<file path="src/design/spfc_pkg.sv">
`default_nettype none
// ----------------------------------------------------------------------------
// spfc_pkg
// Shared types and codes for the SPI flash command master.
// ----------------------------------------------------------------------------
package spfc_pkg;

    // Item kinds, decided by the front end
    localparam logic [1:0] K_TICK  = 2'd0;
    localparam logic [1:0] K_START = 2'd1;
    localparam logic [1:0] K_BAD   = 2'd2;

    // Command numbers
    localparam logic [2:0] CMD_WREN  = 3'd0;
    localparam logic [2:0] CMD_PROG  = 3'd1;
    localparam logic [2:0] CMD_READ  = 3'd2;
    localparam logic [2:0] CMD_RDSR  = 3'd3;
    localparam logic [2:0] CMD_ERASE = 3'd4;
    localparam logic [2:0] CMD_LAST  = CMD_ERASE;

    // Back end phases
    localparam logic [1:0] PH_IDLE = 2'd0;
    localparam logic [1:0] PH_SEND = 2'd1;
    localparam logic [1:0] PH_RECV = 2'd2;
    localparam logic [1:0] PH_GAP  = 2'd3;

    // Configuration register indexes
    localparam logic [1:0] CFG_WREN_OPC  = 2'd0;
    localparam logic [1:0] CFG_ERASE_OPC = 2'd1;
    localparam logic [1:0] CFG_RDSR_OPC  = 2'd2;

    localparam logic [7:0] RST_WREN_OPC  = 8'h06;
    localparam logic [7:0] RST_ERASE_OPC = 8'h60;
    localparam logic [7:0] RST_RDSR_OPC  = 8'h05;

    // Bits received per read
    localparam int RX_BITS = 8;

    typedef struct packed {
        logic [1:0] kind;
        logic [2:0] cmd;
        logic       miso;
    } t_item;

    typedef struct packed {
        logic       chip_select_n;
        logic       mosi;
        logic       clock_pulse;
        logic       busy;
        logic       done;
        logic [7:0] read_data;
        logic       rejected;
    } t_result;

    typedef struct packed {
        logic [7:0] wren;
        logic [7:0] erase;
        logic [7:0] rdsr;
    } t_opcodes;

endpackage : spfc_pkg
`default_nettype wire

</file>
<file path="src/design/spfc_front.sv">
`default_nettype none
// ----------------------------------------------------------------------------
// spfc_front
// Accepts items, classifies them, builds the address frame and queues them.
// ----------------------------------------------------------------------------
module spfc_front
    import spfc_pkg::*;
#(
    parameter int ADDR_BITS = 24
) (
    input  wire logic                   i_clk,
    input  wire logic                   i_rst_n,
    input  wire logic                   i_in_valid,
    output logic                        o_in_ready,
    input  wire logic                   i_operation,
    input  wire logic [2:0]             i_command,
    input  wire logic [7:0]             i_opcode,
    input  wire logic [23:0]            i_address,
    input  wire logic [7:0]             i_write_data,
    input  wire logic                   i_miso,
    output logic                        o_q_valid,
    input  wire logic                   i_q_pop,
    output t_item                       o_q_item,
    output logic [ADDR_BITS+15:0]       o_q_word
);

    localparam int SW = ADDR_BITS + 16;

    t_item                   w_item;
    logic [ADDR_BITS+23:0]   w_addr_ext;
    logic [SW-1:0]           w_word;
    logic                    w_push;

    // two entry queue
    t_item                   r_item_q [2];
    logic [SW-1:0]           r_word_q [2];
    logic                    r_wptr;
    logic                    r_rptr;
    logic [1:0]              r_count;
    logic [1:0]              n_count;

    always_comb begin
        w_item.miso = i_miso;
        w_item.cmd  = i_command;
        if (!i_operation) begin
            w_item.kind = K_TICK;
        end else if (i_command > CMD_LAST) begin
            w_item.kind = K_BAD;
        end else begin
            w_item.kind = K_START;
        end
        w_addr_ext = {{ADDR_BITS{1'b0}}, i_address};
        // opcode, address, data, left aligned; read sends all but the data byte
        w_word = {i_opcode, w_addr_ext[ADDR_BITS-1:0], i_write_data};
    end

    assign o_in_ready = (r_count != 2'd2);
    assign w_push     = i_in_valid && o_in_ready;
    assign o_q_valid  = (r_count != 2'd0);
    assign o_q_item   = r_item_q[r_rptr];
    assign o_q_word   = r_word_q[r_rptr];

    always_comb begin
        n_count = r_count;
        if (w_push && !i_q_pop) begin
            n_count = r_count + 2'd1;
        end else if (!w_push && i_q_pop) begin
            n_count = r_count - 2'd1;
        end
    end

    always_ff @(posedge i_clk) begin
        if (!i_rst_n) begin
            r_wptr  <= 1'b0;
            r_rptr  <= 1'b0;
            r_count <= 2'd0;
        end else begin
            r_count <= n_count;
            if (w_push) begin
                r_wptr <= ~r_wptr;
            end
            if (i_q_pop) begin
                r_rptr <= ~r_rptr;
            end
        end
    end

    always_ff @(posedge i_clk) begin
        if (w_push) begin
            r_item_q[r_wptr] <= w_item;
            r_word_q[r_wptr] <= w_word;
        end
    end

endmodule : spfc_front
`default_nettype wire

</file>
<file path="src/design/spfc_back.sv">
`default_nettype none
// ----------------------------------------------------------------------------
// spfc_back
// Command sequencer: runs one bit slot per item and registers the result.
// ----------------------------------------------------------------------------
module spfc_back
    import spfc_pkg::*;
#(
    parameter int ADDR_BITS = 24
) (
    input  wire logic                   i_clk,
    input  wire logic                   i_rst_n,
    input  wire logic                   i_q_valid,
    output logic                        o_q_pop,
    input  wire t_item                  i_q_item,
    input  wire logic [ADDR_BITS+15:0]  i_q_word,
    input  wire t_opcodes               i_opc,
    output logic                        o_out_valid,
    input  wire logic                   i_out_ready,
    output t_result                     o_res
);

    localparam int SW = ADDR_BITS + 16;
    localparam int CW = $clog2(SW + 1);

    logic [1:0]     r_phase,  n_phase;
    logic [CW-1:0]  r_cnt,    n_cnt;
    logic [SW-1:0]  r_shift,  n_shift;
    logic [7:0]     r_in,     n_in;
    logic [2:0]     r_cmd,    n_cmd;
    logic           r_poll,   n_poll;
    logic           r_valid;
    t_result        r_res,    n_res;
    logic [7:0]     w_in_new;

    assign o_q_pop     = i_q_valid && (!r_valid || i_out_ready);
    assign o_out_valid = r_valid;
    assign o_res       = r_res;

    always_comb begin
        n_phase  = r_phase;
        n_cnt    = r_cnt;
        n_shift  = r_shift;
        n_in     = r_in;
        n_cmd    = r_cmd;
        n_poll   = r_poll;
        n_res    = '0;
        n_res.chip_select_n = 1'b1;
        w_in_new = {r_in[6:0], i_q_item.miso};

        case (i_q_item.kind)
            K_START: begin
                if (r_phase != PH_IDLE) begin
                    n_res.chip_select_n = !(r_phase == PH_SEND || r_phase == PH_RECV);
                    n_res.busy          = 1'b1;
                    n_res.rejected      = 1'b1;
                end else begin
                    n_res.busy = 1'b1;
                    n_cmd      = i_q_item.cmd;
                    n_poll     = 1'b0;
                    n_in       = '0;
                    n_phase    = PH_SEND;
                    unique case (i_q_item.cmd)
                        CMD_WREN: begin
                            n_shift = {i_opc.wren, {(SW-8){1'b0}}};
                            n_cnt   = CW'(8);
                        end
                        CMD_PROG: begin
                            n_shift = i_q_word;
                            n_cnt   = CW'(SW);
                        end
                        CMD_READ: begin
                            n_shift = i_q_word;
                            n_cnt   = CW'(SW - 8);
                        end
                        CMD_RDSR: begin
                            n_shift = {i_opc.rdsr, {(SW-8){1'b0}}};
                            n_cnt   = CW'(8);
                        end
                        default: begin
                            n_shift = {i_opc.erase, {(SW-8){1'b0}}};
                            n_cnt   = CW'(8);
                        end
                    endcase
                end
            end
            K_TICK: begin
                unique case (r_phase)
                    PH_IDLE: begin
                    end
                    PH_GAP: begin
                        // CS high for one slot, then the next status poll
                        n_res.busy = 1'b1;
                        n_shift    = {i_opc.rdsr, {(SW-8){1'b0}}};
                        n_cnt      = CW'(8);
                        n_phase    = PH_SEND;
                    end
                    PH_SEND: begin
                        n_res.chip_select_n = 1'b0;
                        n_res.clock_pulse   = 1'b1;
                        n_res.busy          = 1'b1;
                        n_res.mosi          = r_shift[SW-1];
                        n_shift             = r_shift << 1;
                        n_cnt               = r_cnt - CW'(1);
                        if (r_cnt <= CW'(1)) begin
                            if (r_cmd == CMD_WREN || r_cmd == CMD_PROG) begin
                                n_res.done = 1'b1;
                                n_phase    = PH_IDLE;
                                n_cnt      = '0;
                                n_poll     = 1'b0;
                            end else if (r_cmd == CMD_ERASE && !r_poll) begin
                                n_poll  = 1'b1;
                                n_phase = PH_GAP;
                            end else begin
                                n_phase = PH_RECV;
                                n_cnt   = CW'(RX_BITS);
                                n_in    = '0;
                            end
                        end
                    end
                    default: begin
                        n_res.chip_select_n = 1'b0;
                        n_res.clock_pulse   = 1'b1;
                        n_res.busy          = 1'b1;
                        n_in                = w_in_new;
                        if (r_cnt != '0) begin
                            n_cnt = r_cnt - CW'(1);
                        end
                        if (r_cnt <= CW'(1)) begin
                            if (r_cmd == CMD_ERASE && w_in_new[0]) begin
                                n_phase = PH_GAP;
                            end else begin
                                n_res.done      = 1'b1;
                                n_res.read_data = w_in_new;
                                n_phase         = PH_IDLE;
                                n_cnt           = '0;
                                n_poll          = 1'b0;
                            end
                        end
                    end
                endcase
            end
            default: begin
                // unknown command: refused while busy, else an idle slot result
                if (r_phase != PH_IDLE) begin
                    n_res.chip_select_n = !(r_phase == PH_SEND || r_phase == PH_RECV);
                    n_res.busy          = 1'b1;
                    n_res.rejected      = 1'b1;
                end
            end
        endcase
    end

    always_ff @(posedge i_clk) begin
        if (!i_rst_n) begin
            r_phase <= PH_IDLE;
            r_cnt   <= '0;
            r_shift <= '0;
            r_in    <= '0;
            r_cmd   <= '0;
            r_poll  <= 1'b0;
            r_valid <= 1'b0;
        end else begin
            if (o_q_pop) begin
                r_phase <= n_phase;
                r_cnt   <= n_cnt;
                r_shift <= n_shift;
                r_in    <= n_in;
                r_cmd   <= n_cmd;
                r_poll  <= n_poll;
                r_valid <= 1'b1;
            end else if (i_out_ready) begin
                r_valid <= 1'b0;
            end
        end
    end

    always_ff @(posedge i_clk) begin
        if (o_q_pop) begin
            r_res <= n_res;
        end
    end

endmodule : spfc_back
`default_nettype wire

</file>
<file path="src/design/spi_flash_command_master.sv">
`default_nettype none
// ----------------------------------------------------------------------------
// spi_flash_command_master
// SPI mode-0 command master for a serial NOR flash, one bit slot per item.
// ----------------------------------------------------------------------------
// A start item (operation 1) launches write enable, program byte, read byte,
// read status or chip erase; every tick item (operation 0) is one serial bit
// slot and returns the chip select level, the MOSI bit, whether SCK pulses,
// and busy/done/read data. Fields go out MSB first; chip erase polls status
// with a CS-high gap slot between polls until bit 0 reads clear. Every item,
// start or tick, gives exactly one result. Throughput is one item per clock:
// the front end classifies items into a two-entry queue and the back end
// sequencer updates its state and fills the output register once for each
// item, so the output register's ready is what sets the pace. A result is
// registered: an accepted item waits in the queue until the output register
// can take it, then moves into the output register. Opcode registers are
// written through the configuration channel, which is always ready; index 3
// is accepted and ignored. ADDR_BITS sets how many address bits are sent.
// ----------------------------------------------------------------------------
module spi_flash_command_master
    import spfc_pkg::*;
#(
    parameter int ADDR_BITS = 24
) (
    input  wire logic         i_clk,
    input  wire logic         i_rst_n,
    // configuration
    input  wire logic         i_cfg_valid,
    output logic              o_cfg_ready,
    input  wire logic [1:0]   i_cfg_index,
    input  wire logic [7:0]   i_cfg_data,
    // items in
    input  wire logic         i_in_valid,
    output logic              o_in_ready,
    input  wire logic         i_operation,
    input  wire logic [2:0]   i_command,
    input  wire logic [7:0]   i_opcode,
    input  wire logic [23:0]  i_address,
    input  wire logic [7:0]   i_write_data,
    input  wire logic         i_miso,
    // results out
    output logic              o_out_valid,
    input  wire logic         i_out_ready,
    output logic              o_chip_select_n,
    output logic              o_mosi,
    output logic              o_clock_pulse,
    output logic              o_busy_res,
    output logic              o_done_res,
    output logic [7:0]        o_read_data,
    output logic              o_rejected
);

    t_opcodes                r_opc;
    logic                    w_q_valid;
    logic                    w_q_pop;
    t_item                   w_q_item;
    logic [ADDR_BITS+15:0]   w_q_word;
    t_result                 w_res;

    // Opcode registers
    assign o_cfg_ready = 1'b1;

    always_ff @(posedge i_clk) begin
        if (!i_rst_n) begin
            r_opc.wren  <= RST_WREN_OPC;
            r_opc.erase <= RST_ERASE_OPC;
            r_opc.rdsr  <= RST_RDSR_OPC;
        end else if (i_cfg_valid) begin
            case (i_cfg_index)
                CFG_WREN_OPC:  r_opc.wren  <= i_cfg_data;
                CFG_ERASE_OPC: r_opc.erase <= i_cfg_data;
                CFG_RDSR_OPC:  r_opc.rdsr  <= i_cfg_data;
                default: begin
                end
            endcase
        end
    end

    // Front end: classify and queue
    spfc_front #(
        .ADDR_BITS (ADDR_BITS)
    ) u_front (
        .i_clk        (i_clk),
        .i_rst_n      (i_rst_n),
        .i_in_valid   (i_in_valid),
        .o_in_ready   (o_in_ready),
        .i_operation  (i_operation),
        .i_command    (i_command),
        .i_opcode     (i_opcode),
        .i_address    (i_address),
        .i_write_data (i_write_data),
        .i_miso       (i_miso),
        .o_q_valid    (w_q_valid),
        .i_q_pop      (w_q_pop),
        .o_q_item     (w_q_item),
        .o_q_word     (w_q_word)
    );

    // Back end: bit slot sequencer and output register
    spfc_back #(
        .ADDR_BITS (ADDR_BITS)
    ) u_back (
        .i_clk       (i_clk),
        .i_rst_n     (i_rst_n),
        .i_q_valid   (w_q_valid),
        .o_q_pop     (w_q_pop),
        .i_q_item    (w_q_item),
        .i_q_word    (w_q_word),
        .i_opc       (r_opc),
        .o_out_valid (o_out_valid),
        .i_out_ready (i_out_ready),
        .o_res       (w_res)
    );

    assign o_chip_select_n = w_res.chip_select_n;
    assign o_mosi          = w_res.mosi;
    assign o_clock_pulse   = w_res.clock_pulse;
    assign o_busy_res      = w_res.busy;
    assign o_done_res      = w_res.done;
    assign o_read_data     = w_res.read_data;
    assign o_rejected      = w_res.rejected;

endmodule : spi_flash_command_master
`default_nettype wire

</file>
<file path="config.mk">
export PLATFORM = sky130hd
export DESIGN_NAME = spi_flash_command_master
export DESIGN_NICKNAME = d
export VERILOG_FILES = /design/src/design/spfc_pkg.sv /design/src/design/spfc_front.sv /design/src/design/spfc_back.sv /design/src/design/spi_flash_command_master.sv
export SDC_FILE = /design/constraint.sdc
export NUM_CORES = 1
export LEC_CHECK = 0
export BUFFER_PORTS_ARGS = -buffer_cell sky130_fd_sc_hd__buf_2
export CORE_UTILIZATION = 45
export DETAILED_ROUTE_END_ITERATION = 6
export SYNTH_ARGS = -nofsm -noshare
export SYNTH_HDL_FRONTEND = slang
export SYNTH_SLANG_ARGS = --single-unit
</file>
<file path="constraint.sdc">
create_clock -name i_clk -period 3.88 [get_ports i_clk]
set_input_delay 0.388 -clock i_clk [delete_from_list [all_inputs] [get_ports i_clk]]
set_output_delay 0.388 -clock i_clk [all_outputs]
set_load 0.005 [all_outputs]
</file>
* Word level (Yosys, flattened, before mapping)
Memories as Yosys holds them, arrays and structs flattened. A register that Yosys moved wholly into a read port is not among the register bits.
Cells that the tools add are included.
** Storage, ports and cells
- Bits in registers :: 102
- Latch bits :: 0
- RAM bits :: 92
- ROM bits :: 0
- Bits of input ports :: 60
- Output and inout port bits :: 17
- Word-level logic and storage cells :: 153
- Memories :: 2
** Memory list
- u_front.r_word_q :: words 2, width 40, read ports 1, clocked after Yosys merged registers in 1, write ports 1, line spfc_front.sv:36 : logic [SW-1:0] r_word_q [2];
- u_front.r_item_q :: words 2, width 6, read ports 1, clocked after Yosys merged registers in 1, write ports 1, line spfc_front.sv:35 : t_item r_item_q [2];
** Operators by class
- Add/subtract/negate cells :: 3
- Multiply operators :: 0
- Divide/modulo/power cells :: 0
- $lt $le $gt $ge :: 2
- Eq/ne operators :: 23
- Shifts and indexed selects :: 0
- Muxes and demuxes :: 60
- Bitwise logic cells :: 5
- Reductions and logical operators :: 38
** Operator list (count)
- $pmux 40 s2 :: 2
- $pmux 40 s3 :: 1
- $mux 6 :: 7
- $mux 40 :: 1
- $mux 7 :: 4
- $pmux 7 s2 :: 2
- $pmux 6 s2 :: 2
- $mux 1 :: 23
- $mux 2 :: 9
- $mux 9 :: 2
- $pmux 6 s3 :: 1
- $reduce_and 7->1 :: 2
- $reduce_bool 2->1 :: 5
- $ne 3x2->1 const B :: 3
- $ne 3x3->1 const B :: 3
- $ne 2x2->1 const B :: 4
- $pmux 1 s2 :: 4
- $reduce_and 2->1 :: 4
- $reduce_and 4->1 :: 2
- $eq 2x1->1 const B :: 3
- $eq 2x2->1 const B :: 3
- $eq 3x1->1 const B :: 2
- $eq 3x2->1 const B :: 2
- $le 6x1->1 const B :: 1
- other kinds (20) :: 39

* Longest topological paths before layout
Gate-level depths: netlist of run 1.
- Word-level depth :: 7
- Gate-level depth with buffers :: 10
- Mapped depth without buffers :: 7

* Cells and area by module
Synthesis of run 1 repeated with hierarchy kept, for this count alone.
** Second synthesis, totals
- Cell total of the unflattened synthesis :: 698
- Area total of the unflattened synthesis :: 8580.7 um^2
** By module, submodules not included
- spfc_back :: times used 1, cells each 430, area each 4022.6 um^2, seq. area each 1621.6 um^2
- spfc_front :: times used 1, cells each 171, area each 3593.4 um^2, seq. area each 2862.7 um^2
- spi_flash_command_master :: times used 1, cells each 97, area each 964.7 um^2, seq. area each 480.5 um^2

* Worst setup path before layout of run 1
No wires, ideal clock.
- Path kind :: register to register
- From :: register u_front.r_count[0]
- To :: memory u_front.r_item_q[0][0] (netlist bit) (enable)
- Setup time :: 0.450 ns
- Data arrival time :: 2.592 ns
- Required time :: 3.430 ns
- Setup slack :: 0.838 ns
- Stages on the path, launching flop included :: 4
- Buffers on the path :: 0
- Period minus slack after synthesis :: 3.042 ns
- Cell sequence :: dfxtp_1 nand2b_1 nand2_1 nor2_1
** On the way
- Cells in the longest elaborated chain, start to end :: 4
** Ends and longest elaborated chain
- start, declared :: line spfc_front.sv:39 : logic [1:0] r_count;
- start signal, assigned :: line spfc_front.sv:78 : r_count <= n_count;
- $ne 2x2->1 :: line spfc_front.sv:57 : assign o_in_ready = (r_count != 2'd2);
- net o_in_ready :: line spi_flash_command_master.sv:34 : output logic o_in_ready,
- $logic_and 1x1->1 :: line spfc_front.sv:58 : assign w_push = i_in_valid && o_in_ready;
- $mux 1 :: line spfc_front.sv:89 : if (w_push) begin
- $mux 1 (not written as such) :: line spfc_front.sv:90 : r_item_q[r_wptr] <= w_item;
- end, declared :: line spfc_front.sv:35
The timed path passes the listed nets, and every way through them passes these cells.

==> flow_results.org, run 1 <==
** Layout
- In the final layout, the multi-input gates occupy a little over 3000 µm².
- Share of cells above drive strength 1 :: 0.233
- The net count of the finished layout is slightly above 800.
- Antenna cell count :: 0
- The area growth from synthesis to layout is 14.9%.
- Storage element area :: roughly 5000 µm²
- The filler cells instantiated in the layout total around 1.6k.

** Worst setup path
- Setup Crit Path Kind :: reg -> reg
- Chain of cells forming the critical path :: buf_4 > mux2i_4 > buf_4 > xnor2_1 > nor3_4 > buf_4 > a221oi_1 > nor2_1
- Maximum fanout encountered on the critical timing path :: 27
- The worst setup path is launched from a register.
- Cell repeated most along the worst path :: sky130_fd_sc_hd__buf_4
- Crit path max-delay cell type :: sky130_fd_sc_hd__nor3_4
- On the worst path, the slowest cell contributes a delay of 690 ps.
- Arr. time, crit path :: between 3000 and 4000 ps
- Req. time, crit path :: 4240 ps
- STA classifies the critical path endpoint as a register.

** Clock tree
- H-Tree Depth :: 4
- Clock-pin slew was measured on the worst setup and hold paths at about 70 ps.
- Total clock sinks :: 195
- CTS tree :: yes
- Count of instances resized after the clock tree is built :: 0
- Number of setup buffers added after CTS :: 0
- In this run, post-CTS hold repair placed 0 buffers.
- The clock passes through at most 2 buffers.
- Buffers inserted during clock tree synthesis total 17.
- The tree is rooted in a sky130_fd_sc_hd__clkbuf_16.
- Clock latency of the later-clocked register in the worst-skew pair :: approximately 430 ps

** Synth
- Synthesis produced a netlist with a net count of about 750.
- After synthesis, the share of flip-flops with an asynchronous set or reset is 0.
- In this run the mean area of a mapped cell was between 10 and 15 µm².
- After technology mapping, the gate count stands at 680.
- Of the synthesized area, sequential elements account for 0.604.
- EDFF count, synth :: roughly 110
- Top cells by count, synth :: 106 x sky130_fd_sc_hd__edfxtp_1, 89 x sky130_fd_sc_hd__dfxtp_1, 80 x sky130_fd_sc_hd__nor2_1
- For this run, the number of Yosys warnings is 0.
- The synthesized design contains approximately 200 register bits.
- Of the post-synthesis cell area, the dominant cell type holds 0.387.
- Most numerous cell in the Yosys netlist :: sky130_fd_sc_hd__edfxtp_1
- In the post-synthesis netlist, the biggest area contributors are sky130_fd_sc_hd__edfxtp_1 39%, sky130_fd_sc_hd__dfxtp_1 22%, sky130_fd_sc_hd__mux2_2 5.9%, sky130_fd_sc_hd__mux2i_1 5.4%, sky130_fd_sc_hd__nor2_1 3.7%.
- Post-synth cell types :: 58
- Synth area leader :: sky130_fd_sc_hd__edfxtp_1
- Summed instance area of the synthesized netlist :: approximately 8000 µm²
- Prevailing post-synth register cell :: sky130_fd_sc_hd__edfxtp_1

** Timing
- The number of slew-limit violations in the final report is 0.
- Timing-limited maximum frequency :: around 350 MHz
- Adding up every negative setup slack in the final design gives 0 ps.
- Hold violation total from the final report :: 0
- Worst rel slew slack :: 0.201
- The clock arrives with ~7.4 ps of skew.
- Final min period :: between 2000 and 3000 ps
- Setup repair after global routing left no endpoint under its margin.
- Setup violations remaining at the end of the flow were counted as 0.
- At the pin with the least slew margin, the transition time is roughly 1200 ps.
- Final critical-path share of the clock period :: 0.733

** Die
- For this configuration, the core starts out at a cell density of 0.459.
- In this run the vertical extent of the chip is about 140 µm.
- Die X :: between 100 and 150 µm
- Core area :: ~18000 µm²
- The floorplan has between 40 and 50 rows.
- Overall die area :: between 15000 and 20000 µm²
- Count of boundary I/O pins :: 77

** Route
- Starting DRT DRC Count :: roughly 430
- The first detailed-routing pass took 5 iterations.
- Average wire length per cell after detail routing :: around 17 µm
- The final route contains ~5.6k vias.
- For this run, design rule violations remaining after detail routing come to 0.
- The count of nets left with antenna violations once routing finished came out at 0.
- Routed wire length :: about 17000 µm
- After detailed routing, the number of vias per cell comes to around 5.7.

** Power
- Of the total power, the clock network draws 0.288.
- For this design the total switching power over the nets is about 2.0 mW.
- Combinational share of power :: 0.272
- Dividing total power by cell area gives a power density of around 700 nW/µm².
- Maximum VDD drop :: ~380 µV
- Static leakage :: ~3.5 nW
- PnR Total Power :: around 6.4 mW
- Of the total power, the share spent switching nets is 0.312.
- Fraction of power consumed by sequential logic :: 0.440
- Cell internal power was estimated by the tool at 4.42 mW.

** Placement
- The count of buffers added on input and output ports is 75.
- Gp weighted congestion :: 0.842
- Summed over all nets, the half-perimeter wirelength after detailed placement is 11000 µm.

** Global route
- Number of global-route vias before repair :: between 5k and 6k
- After global routing the overflow that remains totals 0.
- Total track usage :: 0.196
- The first global-routing pass estimated 28000 µm of wire.
- Number of antenna violations at the first check in global routing :: 0
- Largest net degree at the start of global routing :: 57

** Outcome
- Run status :: finished clean

** Min path
- The startpoint identified for the worst hold timing path is i_write_data[2].
- The min-delay analysis places its worst path in the category in -> reg.

** Flow run
- Max-cap violations in this run came to 0.
==> cell type report <==
class	instances	share of cell area
Clock inverter	13	0.0191
Timing Repair Buffer	92	0.0533
Multi-Input combinational cell	426	0.320
Sequential cell	195	0.526
Tap cell	229	0.0303
Inverter	11	0.00437
Clock buffer	19	0.0469
==> layer usage <==
metal	vias up	track usage	share of wire
met5	-	0	0
met4	0	0.0763	0.017
met3	24	0.0381	0.045
met2	166	0.314	0.47
met1	2752	0.262	0.47
li1	2683	-	-
==> state kept, by name, summed over array words and instances, names as in the netlist, named ones only <==
register	count
u_back.r_cmd	3
u_front.r_item_q	12
u_front.r_count	2
u_back.o_out_valid	1
u_front.r_wptr	1
u_back.r_phase	2
u_back.r_poll	1
u_back.r_in	7
r_opc	24
u_back.r_shift	40
u_back.r_cnt	6
u_front.r_rptr	1
u_front.r_word_q	80
u_back.o_res	14
==> worst paths after layout <==
| check | slack [ps] | to | cells past startpoint |
|---|---|---|---|
| worst max-delay path | 1040 | u_back.r_shift[4] | 8 |
| worst min-delay path | 140 | u_front.r_word_q[1][2] | 1 |
| worst min register to register | 460 | u_back.r_in[6] | 2 |
| worst max register to register | 1040 | u_back.r_shift[4] | 8 |
==> per-stage QoR <==
| stage | hold slack (ps) | worst slack, ps | utilization | area (µm²) | std cells |
|---|---|---|---|---|---|
| final | 145 | 1040 | 0.527 | 9440 | 985 |
| after global routing | 125 | 762 | 0.527 | 9440 | 985 |
| after CTS | 129 | 1020 | 0.527 | 9440 | 985 |
| after detailed placement | 447 | 1040 | 0.493 | 8820 | 953 |
| after global placement | 448 | 1140 | 0.493 | 8820 | 953 |
| after floorplan | 431 | 838 | - | 8220 | 680 |
==> worst max-delay path: cells and delay by family, from the launching register on <==
kind	cells	cell delay, ps
muxes	1	270
and+or+nand+nor	2	820
DFF	1	450
AOI/OAI and AO/OA	1	80
buffers and inverters	3	970
xor gates and xnor gates	1	170
==> placed cells by master (no fill, tap or decap), types with 6 or more instances in the layout <==
cell type	synthesis	layout
sky130_fd_sc_hd__nor2_1	80	79
sky130_fd_sc_hd__nand2_1	30	30
sky130_fd_sc_hd__nand2b_1	10	10
sky130_fd_sc_hd__a21oi_1	9	8
sky130_fd_sc_hd__inv_1	10	10
sky130_fd_sc_hd__o21ai_0	44	44
sky130_fd_sc_hd__nand3_1	6	6
sky130_fd_sc_hd__edfxtp_1	106	106
sky130_fd_sc_hd__a221oi_1	31	31
sky130_fd_sc_hd__a31oi_1	9	9
sky130_fd_sc_hd__buf_4	4	17
sky130_fd_sc_hd__mux2i_1	44	44
sky130_fd_sc_hd__nand4_1	6	6
sky130_fd_sc_hd__clkbuf_16	0	17
sky130_fd_sc_hd__ha_1	7	7
sky130_fd_sc_hd__nor3_1	9	9
sky130_fd_sc_hd__a22oi_1	8	8
sky130_fd_sc_hd__dfxtp_1	89	88
sky130_fd_sc_hd__and2_1	11	11
sky130_fd_sc_hd__mux2_2	43	43
sky130_fd_sc_hd__buf_2	11	75
sky130_fd_sc_hd__o2111ai_1	14	14
==> kinds of logic (layout without fill, tap and decap cells) <==
family          count (synthesis)  after routing  share of synthesized area
mux                            89             89                      0.117
compound gates                141            141                      0.125
other cells                     1              1                   0.000456
buf+inv                        59            135                     0.0305
fa+ha+maj                       7              7                     0.0107
xor+xnor                        7              7                    0.00746
simple gates                  181            181                      0.105
flops                         195            195                      0.604
==> power groups by stage <==
stage / logic (mW) / registers [mW] / clock network [mW]
after floorplan: 1.27 / 2.82 / 0
after global placement: 1.70 / 2.85 / 0
after detailed placement: 1.74 / 2.86 / 0
after CTS: 1.75 / 2.82 / 1.88
after global routing: 1.92 / 2.87 / 1.97
final: 1.75 / 2.83 / 1.85
(Power assumes the default switching activity.)
==> run 2: changes to the inputs <==
==> constraint.sdc (replaced) <==
create_clock -name i_clk -period 2.9 [get_ports i_clk]
set_input_delay 0.29 -clock i_clk [delete_from_list [all_inputs] [get_ports i_clk]]
set_output_delay 0.29 -clock i_clk [all_outputs]
set_load 0.005 [all_outputs]
==> run 2 against run 1 <==
  * Fmax rose by 23%
  * Largest cell class unchanged
  * Die area did not move
  * Sequential power grew 33%
  * Combinational power up 38%
  * Critical endpoint is now u_back.r_shift[13]
  * Register-to-register slack got worse by 450 ps
  * Setup slack lost 450 ps
==> flow_results.org, run 2 (synthesized netlist as in run 1, its figures left out) <==
** Outcome
- Run status :: finished clean (unchanged)

** Timing
- The slew at the pin closest to its max-slew limit came to 748 ps (was 1200 ps).
- Slew Viols, Final :: 0 (unchanged)
- The final-report setup violation count is 0 (unchanged).
- Timing-limited maximum frequency :: 432 MHz (was 352 MHz)
- Hold violation total from the final report :: 0 (unchanged)
- The summed negative setup slack over all endpoints is 0 ps (unchanged).
- Unrepaired setup endpoints after global routing :: no (unchanged)
- Post-layout worst setup margin :: 583 ps (was 1040 ps)
- Final min period :: 2320 ps (was 2840 ps)
- The worst relative slew slack was 0.499 (was 0.201).
- The worst-case clock skew is 8.54 ps (was 7.42 ps).
- Final critical-path share of the clock period :: 0.799 (was 0.733)

** Worst setup path
- Chain of cells forming the critical path: buf_4 > mux2i_1 > xnor2_1 > nor3_4 > buf_4 > a221oi_1 > nor2_1 (was buf_4 > mux2i_4 > buf_4 > xnor2_1 > nor3_4 > buf_4 > a221oi_1 > nor2_1).
- The depth of the most critical reg-to-reg path was 7 (was 8).
- The startpoint type of the worst setup path is a register (unchanged).
- Maximum fanout encountered on the critical timing path :: 33 (was 27)
- The required time at the worst-slack endpoint came to 3210 ps (was 4240 ps).
- The critical path capture point type is a register (unchanged).
- The critical path arrival came to 2630 ps (was 3200 ps).
- R2r endpoint :: u_back.r_shift[13] (was u_back.r_shift[4])
- The capture point of the critical path is u_back.r_shift[13] (was u_back.r_shift[4]).
- The cell at the slowest stage of the critical path is sky130_fd_sc_hd__mux2i_1 (was sky130_fd_sc_hd__nor3_4).
- The delay contributed by the slowest stage of the critical path was 440 ps (was 690 ps).
- Logic depth of the worst path, buffers included :: 7 (was 8)
- Slack of the worst reg-to-reg path :: 580 ps (was 1040 ps)
- Setup Crit Path Kind :: reg -> reg (unchanged)
- The count of buffer and inverter cells on the critical path was 2 (was 3).
- Cell repeated most along the worst path :: sky130_fd_sc_hd__buf_4 (unchanged)
- Cell family with the largest share of critical-path delay :: buffers and inverters (unchanged)

** Global route
- The wire length of the first global-routing pass was 28100 µm (was 28000 µm).
- The number of global-route vias before repair was 5475 (was 5428).
- The remaining global-route overflow came to 0 (unchanged).
- The global router's overall resource usage is 0.199 (was 0.196).
- Number of antenna violations at the first check in global routing :: 0 (unchanged)
- The maximum number of pins on one net before global-route repair came to 57 (unchanged).

** Layout
- Most common cell after layout, fill and taps aside :: sky130_fd_sc_hd__edfxtp_1 (unchanged)
- Fill cells :: 1582 (was 1570)
- The flip-flop count of the largest register, all copies and words added came to 80 (unchanged).
- Register name with the most flops :: u_front.r_word_q (unchanged)
- Antenna cell count :: 0 (unchanged)
- Leading cell types in the layout, fill and taps excluded :: 106 x sky130_fd_sc_hd__edfxtp_1, 88 x sky130_fd_sc_hd__dfxtp_1, 79 x sky130_fd_sc_hd__nor2_1 (unchanged)
- The share of layout cells above drive strength 1 was 0.240 (was 0.233).
- The area growth from synthesis to final layout came to 14.9% (unchanged).
- Registers with the most flip-flops :: u_front.r_word_q: 80 flops, u_back.r_shift: 40 flops, r_opc: 24 flops (unchanged)
- Post-layout net count :: 815 (was 810)

** Clock tree
- CTS tree :: yes (unchanged)
- Max Root-Sink Buffers :: 2 (unchanged)
- The number of instances resized during post-cts repair was 0 (unchanged).
- The number of post-CTS setup repair buffers came to 0 (unchanged).
- The latest clock arrival within the worst-skew pair is 430 ps (about the same).
- The cell chosen for the clock root was sky130_fd_sc_hd__clkbuf_16 (unchanged).
- Count of hold-fix buffers inserted at cts :: 0 (unchanged)
- H-Tree Depth :: 4 (unchanged)
- The count of clock tree sinks is 195 (unchanged).
- The CTS buffer count was 17 (unchanged).
- Post-CTS clock slew at the launch and capture registers of the worst setup and hold paths :: 70 ps (about the same)

** Min path
- Worst hold path class :: in -> reg (unchanged)
- Hold Startpoint :: i_opcode[5] (was i_write_data[2])

** Route
- Average wire length per cell after detail routing :: 17.8 µm (was 17.5 µm)
- The remaining antenna violation count was 0 (unchanged).
- Routed wire length :: 17700 µm (was 17200 µm)
- The DRC marker count from the first detailed-route iteration is 345 (was 429).
- The length of the first detailed-routing pass in iterations was 4 (was 5).
- Via density per instance :: 5.67 (was 5.71)
- The residual DRC count is 0 (unchanged).
- The overall via count from detail_route was 5611 (was 5625).

** Placement
- Detailed Place HPWL :: 11500 µm (was 11000 µm)
- IO buf count :: 75 (unchanged)
- Gp weighted congestion :: 0.906 (was 0.842)
- The setup slack at placement came to 667 ps (was 1040 ps).

** Die
- The effective utilization at floorplan is 0.459 (unchanged).
- The horizontal die dimension was 137 µm (unchanged).
- Die H :: 137 µm (unchanged)
- The area enclosed by the die boundary was 18800 µm² (unchanged).
- Num rows :: 49 (unchanged)
- Core area :: 17900 µm² (unchanged)
- Count of boundary I/O pins :: 77 (unchanged)

** Power
- Maximum VDD drop :: 508 µV (was 376 µV)
- Static leakage :: 3.52 nW (about the same)
- The overall power after layout was 8.44 mW (was 6.42 mW).
- The power density relative to cell area is 894 nW/µm² (was 680 nW/µm²).

** Flow run
- Max-Cap Viols :: 0 (unchanged)
run 2: stage by stage:
| step | util | cell area [µm²] | hold WS, ps | cells |
|---|---|---|---|---|
| 6_report | 0.527 | 9440 | 43.6 | 990 |
| 3_3_place_gp | 0.495 | 8870 | 449 | 958 |
| 3_5_place_dp | 0.495 | 8870 | 456 | 958 |
| 2_1_floorplan | - | 8220 | 389 | 680 |
| 5_1_grt | 0.527 | 9440 | 20.1 | 990 |
| 4_1_cts | 0.527 | 9440 | 20.4 | 990 |
run 2: area by class of cell:
type,count,area [µm²],area share
Clock buffer,20,447,0.0473
Timing Repair Buffer,97,553,0.0586
Multi-Input combinational cell,426,3020,0.320
Clock inverter,12,126,0.0134
Tap cell,229,287,0.0303
Sequential cell,195,4970,0.526
Inverter,11,41.3,0.00437
run 2: how the worst min path moves through the flow:
| stage | endpoint | slack, ps | depth (start not counted) |
|---|---|---|---|
| after floorplan | u_front.r_item_q[0][0] | 390 | 0 |
| after global routing | u_front.r_word_q[0][7] | 20 | 1 |
| after detailed placement | u_back.r_in[6] | 460 | 2 |
| final | u_front.r_word_q[1][37] | 40 | 1 |
| after CTS | u_front.r_word_q[1][7] | 20 | 1 |
| after global placement | u_back.r_in[6] | 450 | 2 |
run 2: power breakdown:
group	switching [mW]	total, mW	internal [mW]
Sequential	0.237	3.77	3.53
Combinational	1.46	2.41	0.944
Clock	1.04	2.27	1.23
Total	2.74	8.44	5.70
run 2: layer usage:
layer,vias up,part of all wire,GRT usage
li1,2694,-,-
met3,30,0.044,0.0452
met5,-,0,0
met2,157,0.47,0.315
met1,2730,0.46,0.258
met4,0,0.024,0.0922
==> run 3: changes to the inputs <==
--- a/config.mk
+++ b/config.mk
@@ -5,6 +5,7 @@
 export SDC_FILE = /design/constraint.sdc
 export NUM_CORES = 1
 export LEC_CHECK = 0
+export ABC_AREA = 1
 export BUFFER_PORTS_ARGS = -buffer_cell sky130_fd_sc_hd__buf_2
 export CORE_UTILIZATION = 45
 export DETAILED_ROUTE_END_ITERATION = 6
==> constraint.sdc (replaced) <==
create_clock -name i_clk -period 2.2 [get_ports i_clk]
set_input_delay 0.22 -clock i_clk [delete_from_list [all_inputs] [get_ports i_clk]]
set_output_delay 0.22 -clock i_clk [all_outputs]
set_load 0.005 [all_outputs]
==> run 3 against run 2 <==
  * The flow now finishes with violations (DRC)
  * Wire length grew 1.9%
  * Register-to-register slack lost 320 ps
  * Global-route usage shrank 0.24 points
  * Combinational power is 94% higher
  * Clock skew grew 2.7 ps
  * Synthesized area up 1.7%
  * Power increased by 54%
==> flow_results.org, run 3 <==
** Power
- Static leakage :: 4.15 nW (was 3.52 nW)
- Pwr Density :: 1290 nW/µm² (was 894 nW/µm²)
- Maximum VDD drop :: 662 µV (was 508 µV)

** Placement
- The routability congestion estimate is 0.903 (was 0.906).
- IO buf count :: 75 (unchanged)
- Detailed Place HPWL :: 11500 µm (about the same)
- Post-Place Setup Slack :: 265 ps (was 667 ps)

** Global route
- The wire length of the first global-routing pass was 29600 µm (was 28100 µm).
- Total track usage :: 0.196 (was 0.199)
- Number of global-route vias before repair :: 6072 (was 5475)
- The remaining global-route overflow came to 0 (unchanged).
- Largest net degree at the start of global routing :: 75 (was 57)
- The initial antenna violation count is 0 (unchanged).

** Clock tree
- The number of instances resized during post-cts repair is 0 (unchanged).
- The quantity of hold-fixing buffers added after cts is 41 (was 0).
- Total clock sinks :: 195 (unchanged)
- Max Root-Sink Buffers :: 2 (unchanged)
- Clock root buffer master :: sky130_fd_sc_hd__clkbuf_16 (unchanged)
- The CTS tree is yes (unchanged).
- Clock latency of the later-clocked register in the worst-skew pair :: 430 ps (about the same)
- H-Tree Depth :: 4 (unchanged)
- Post-CTS clock slew at the launch and capture registers of the worst setup and hold paths :: 70 ps (about the same)
- Number of setup buffers added after CTS :: 0 (unchanged)
- Number of buffers created by CTS :: 17 (unchanged)

** Die
- The number of top-level pins came to 77 (unchanged).
- The placement row count was 49 (unchanged).
- Overall die area :: 19100 µm² (was 18800 µm²)
- The effective utilization at floorplan was 0.462 (was 0.459).
- The core box area was 18100 µm² (was 17900 µm²).
- The horizontal die dimension came to 138 µm (was 137 µm).
- The die height is 138 µm (was 137 µm).

** Synth
- Sequential element share of the synthesized area :: 0.594 (was 0.604)
- The cell accounting for the most synthesized area is sky130_fd_sc_hd__edfxtp_1 (unchanged).
- Syn Nets :: 1036 (was 747)
- Flip-flop and latch count after synthesis :: 195 (unchanged)
- Post-synth cell types :: 32 (was 58)
- The share of synthesized registers carrying an async set or reset came to 0 (unchanged).
- The mean instance size in the synthesized netlist was 8.63 µm² (was 12.1 µm²).
- The cell with the most instances after synthesis is sky130_fd_sc_hd__nand2_1 (was sky130_fd_sc_hd__edfxtp_1).
- Syn. warnings :: 0 (unchanged)
- EDFF count, synth :: 106 (unchanged)
- The top-area cell type share of the netlist area came to 0.381 (was 0.387).
- The total standard cell area after synthesis is 8360 µm² (was 8220 µm²).
- Prevailing post-synth register cell :: sky130_fd_sc_hd__edfxtp_1 (unchanged)
- Dominant cells by area after synthesis: sky130_fd_sc_hd__edfxtp_1 38%, sky130_fd_sc_hd__dfxtp_1 21%, sky130_fd_sc_hd__nand2_1 12%, sky130_fd_sc_hd__nor2_1 6.5%, sky130_fd_sc_hd__a21oi_1 4.7% (was sky130_fd_sc_hd__edfxtp_1 39%, sky130_fd_sc_hd__dfxtp_1 22%, sky130_fd_sc_hd__mux2_2 5.9%, sky130_fd_sc_hd__mux2i_1 5.4%, sky130_fd_sc_hd__nor2_1 3.7%).
- The cell count after synthesis was 969 (was 680).
- Top cells by count, synth :: 273 x sky130_fd_sc_hd__nand2_1, 145 x sky130_fd_sc_hd__nor2_1, 106 x sky130_fd_sc_hd__edfxtp_1 (was 106 x sky130_fd_sc_hd__edfxtp_1, 89 x sky130_fd_sc_hd__dfxtp_1, 80 x sky130_fd_sc_hd__nor2_1)

** Route
- The remaining antenna violation count is 0 (unchanged).
- Total number of vias :: 6588 (was 5611)
- Average wire length per cell after detail routing :: 13.5 µm (was 17.8 µm)
- DRC violation count after routing :: 7 (was 0)
- The routed wire length was 18000 µm (was 17700 µm).
- Via density per instance :: 4.94 (was 5.67)
- Starting DRT DRC Count :: 383 (was 345)
- The length of the first detailed-routing pass in iterations came to 7 (was 4).

** Timing
- The slew at the pin closest to its max-slew limit came to 560 ps (was 748 ps).
- The final worst setup slack is 259 ps (was 583 ps).
- Worst rel slew slack :: 0.625 (was 0.499)
- Final setup viols :: 0 (unchanged)
- Unrepaired setup endpoints after global routing :: no (unchanged)
- Final critical-path share of the clock period :: 0.882 (was 0.799)
- Final Skew :: 11.2 ps (was 8.54 ps)
- Hold violation total from the final report :: 0 (unchanged)
- Summed negative setup slack over all endpoints :: 0 ps (unchanged)
- The post-layout minimum cycle time was 1940 ps (was 2320 ps).
- The number of slew-limit violations in the final report was 0 (unchanged).
- Timing-limited maximum frequency :: 515 MHz (was 432 MHz)

** Worst setup path
- Arr. time, crit path :: 2290 ps (was 2630 ps)
- Setup crit end kind :: register (unchanged)
- Startpoint class of the critical path :: register (unchanged)
- The slack of the worst reg-to-reg path was 260 ps (was 580 ps).
- The highest fanout seen on the critical path came to 15 (was 33).
- Setup Crit Path Kind :: reg -> reg (unchanged)
- Req. time, crit path :: 2550 ps (was 3210 ps)

** Layout
- Synthesis-to-layout area growth :: 21.2% (was 14.9%)
- Leading cell types in the layout, fill and taps excluded: 273 x sky130_fd_sc_hd__nand2_1, 143 x sky130_fd_sc_hd__nor2_1, 106 x sky130_fd_sc_hd__edfxtp_1 (was 106 x sky130_fd_sc_hd__edfxtp_1, 88 x sky130_fd_sc_hd__dfxtp_1, 79 x sky130_fd_sc_hd__nor2_1).
- Share of cells above drive strength 1 :: 0.137 (was 0.240)
- Max FFs per register :: 80 (unchanged)
- The total inserted antenna cells is 0 (unchanged).
- The most common cell after layout, fill and taps aside was sky130_fd_sc_hd__nand2_1 (was sky130_fd_sc_hd__edfxtp_1).
- Register name with the most flops :: u_front.r_word_q (unchanged)
- Registers with the most flip-flops: u_front.r_word_q: 80 flops, u_back.r_shift: 40 flops, r_opc: 24 flops (unchanged).
- The number of filler cells placed in the layout was 1647 (was 1582).
- Post-layout net count :: 1159 (was 815)

** Flow run
- Max-Cap Viols :: 0 (unchanged)

** Outcome
- Run status :: finished with violations (was finished clean)
- The checks that failed: DRC.

** Min path
- Worst hold path class :: in -> reg (unchanged)
==> run 3: path summary, 6_finish.rpt <==
kind | endpoint | depth (start not counted) | from
min reg2reg | register | 1 | u_front.r_rptr
min | r_opc[13] | 3 | i_cfg_data[5]
max reg2reg | u_back.r_in[2] | 9 | register
max | u_back.r_in[2] | 9 | register
==> run 3: report_power, final <==
group / internal (mW) / total, mW / switching (mW)
Clock: 1.72 / 3.15 / 1.43
Combinational: 1.54 / 4.67 / 3.13
Sequential: 4.84 / 5.21 / 0.368
Total: 8.10 / 13.0 / 4.92
==> run 3: kinds of logic (layout without fill, tap and decap cells) <==
group	Yosys count	after routing	share of synthesized area
AOI/OAI and AO/OA	173	173	0.108
xor gates and xnor gates	1	1	0.00105
adders and majority gates	7	7	0.0105
buffers and inverters	114	250	0.0573
DFF	195	195	0.594
other	1	1	0.000449
and+or+nand+nor	478	478	0.229
==> run 3: final cells by class <==
| type | count | area (µm²) | area share |
|---|---|---|---|
| clock buffers | 19 | 433 | 0.0427 |
| clock inverters | 13 | 174 | 0.0172 |
| inverters | 74 | 278 | 0.0274 |
| multi-input cells | 660 | 2940 | 0.290 |
| flip-flops and latches | 195 | 4970 | 0.490 |
| well taps | 229 | 287 | 0.0283 |
| repair buffers | 144 | 1050 | 0.104 |
==> run 3: per-stage QoR <==
| step | power, mW | hold slack, ps | cells | util | instance area (µm²) |
|---|---|---|---|---|---|
| floorplan | 8.51 | 319 | 969 | - | 8370 |
| global placement | 9.89 | 407 | 1258 | 0.502 | 9080 |
| detailed placement | 9.89 | 411 | 1258 | 0.502 | 9080 |
| CTS | 13.1 | 1.65 | 1331 | 0.558 | 10100 |
| global route | 14.0 | 18.8 | 1334 | 0.560 | 10100 |
| finish | 13.0 | 40.3 | 1334 | 0.560 | 10100 |
==> run 3: critical path, stage by stage, from the launching register on <==
cell,delay (ps)
sky130_fd_sc_hd__dfxtp_2,370
sky130_fd_sc_hd__buf_4,220
sky130_fd_sc_hd__nand2_1,70
sky130_fd_sc_hd__o21ai_1,170
sky130_fd_sc_hd__nand2_2,170
sky130_fd_sc_hd__nor2_2,250
sky130_fd_sc_hd__o21ai_2,170
sky130_fd_sc_hd__nand2_1,220
sky130_fd_sc_hd__nand2_1,90
sky130_fd_sc_hd__a21oi_1,140
==> run 3: routing by layer <==
layer | part of all wire | global-route usage | vias to the layer above
li1 | - | - | 3424
met1 | 0.47 | 0.254 | 2990
met2 | 0.48 | 0.331 | 160
met3 | 0.042 | 0.0416 | 14
met4 | 0.011 | 0.0574 | 0
met5 | 0 | 0 | -
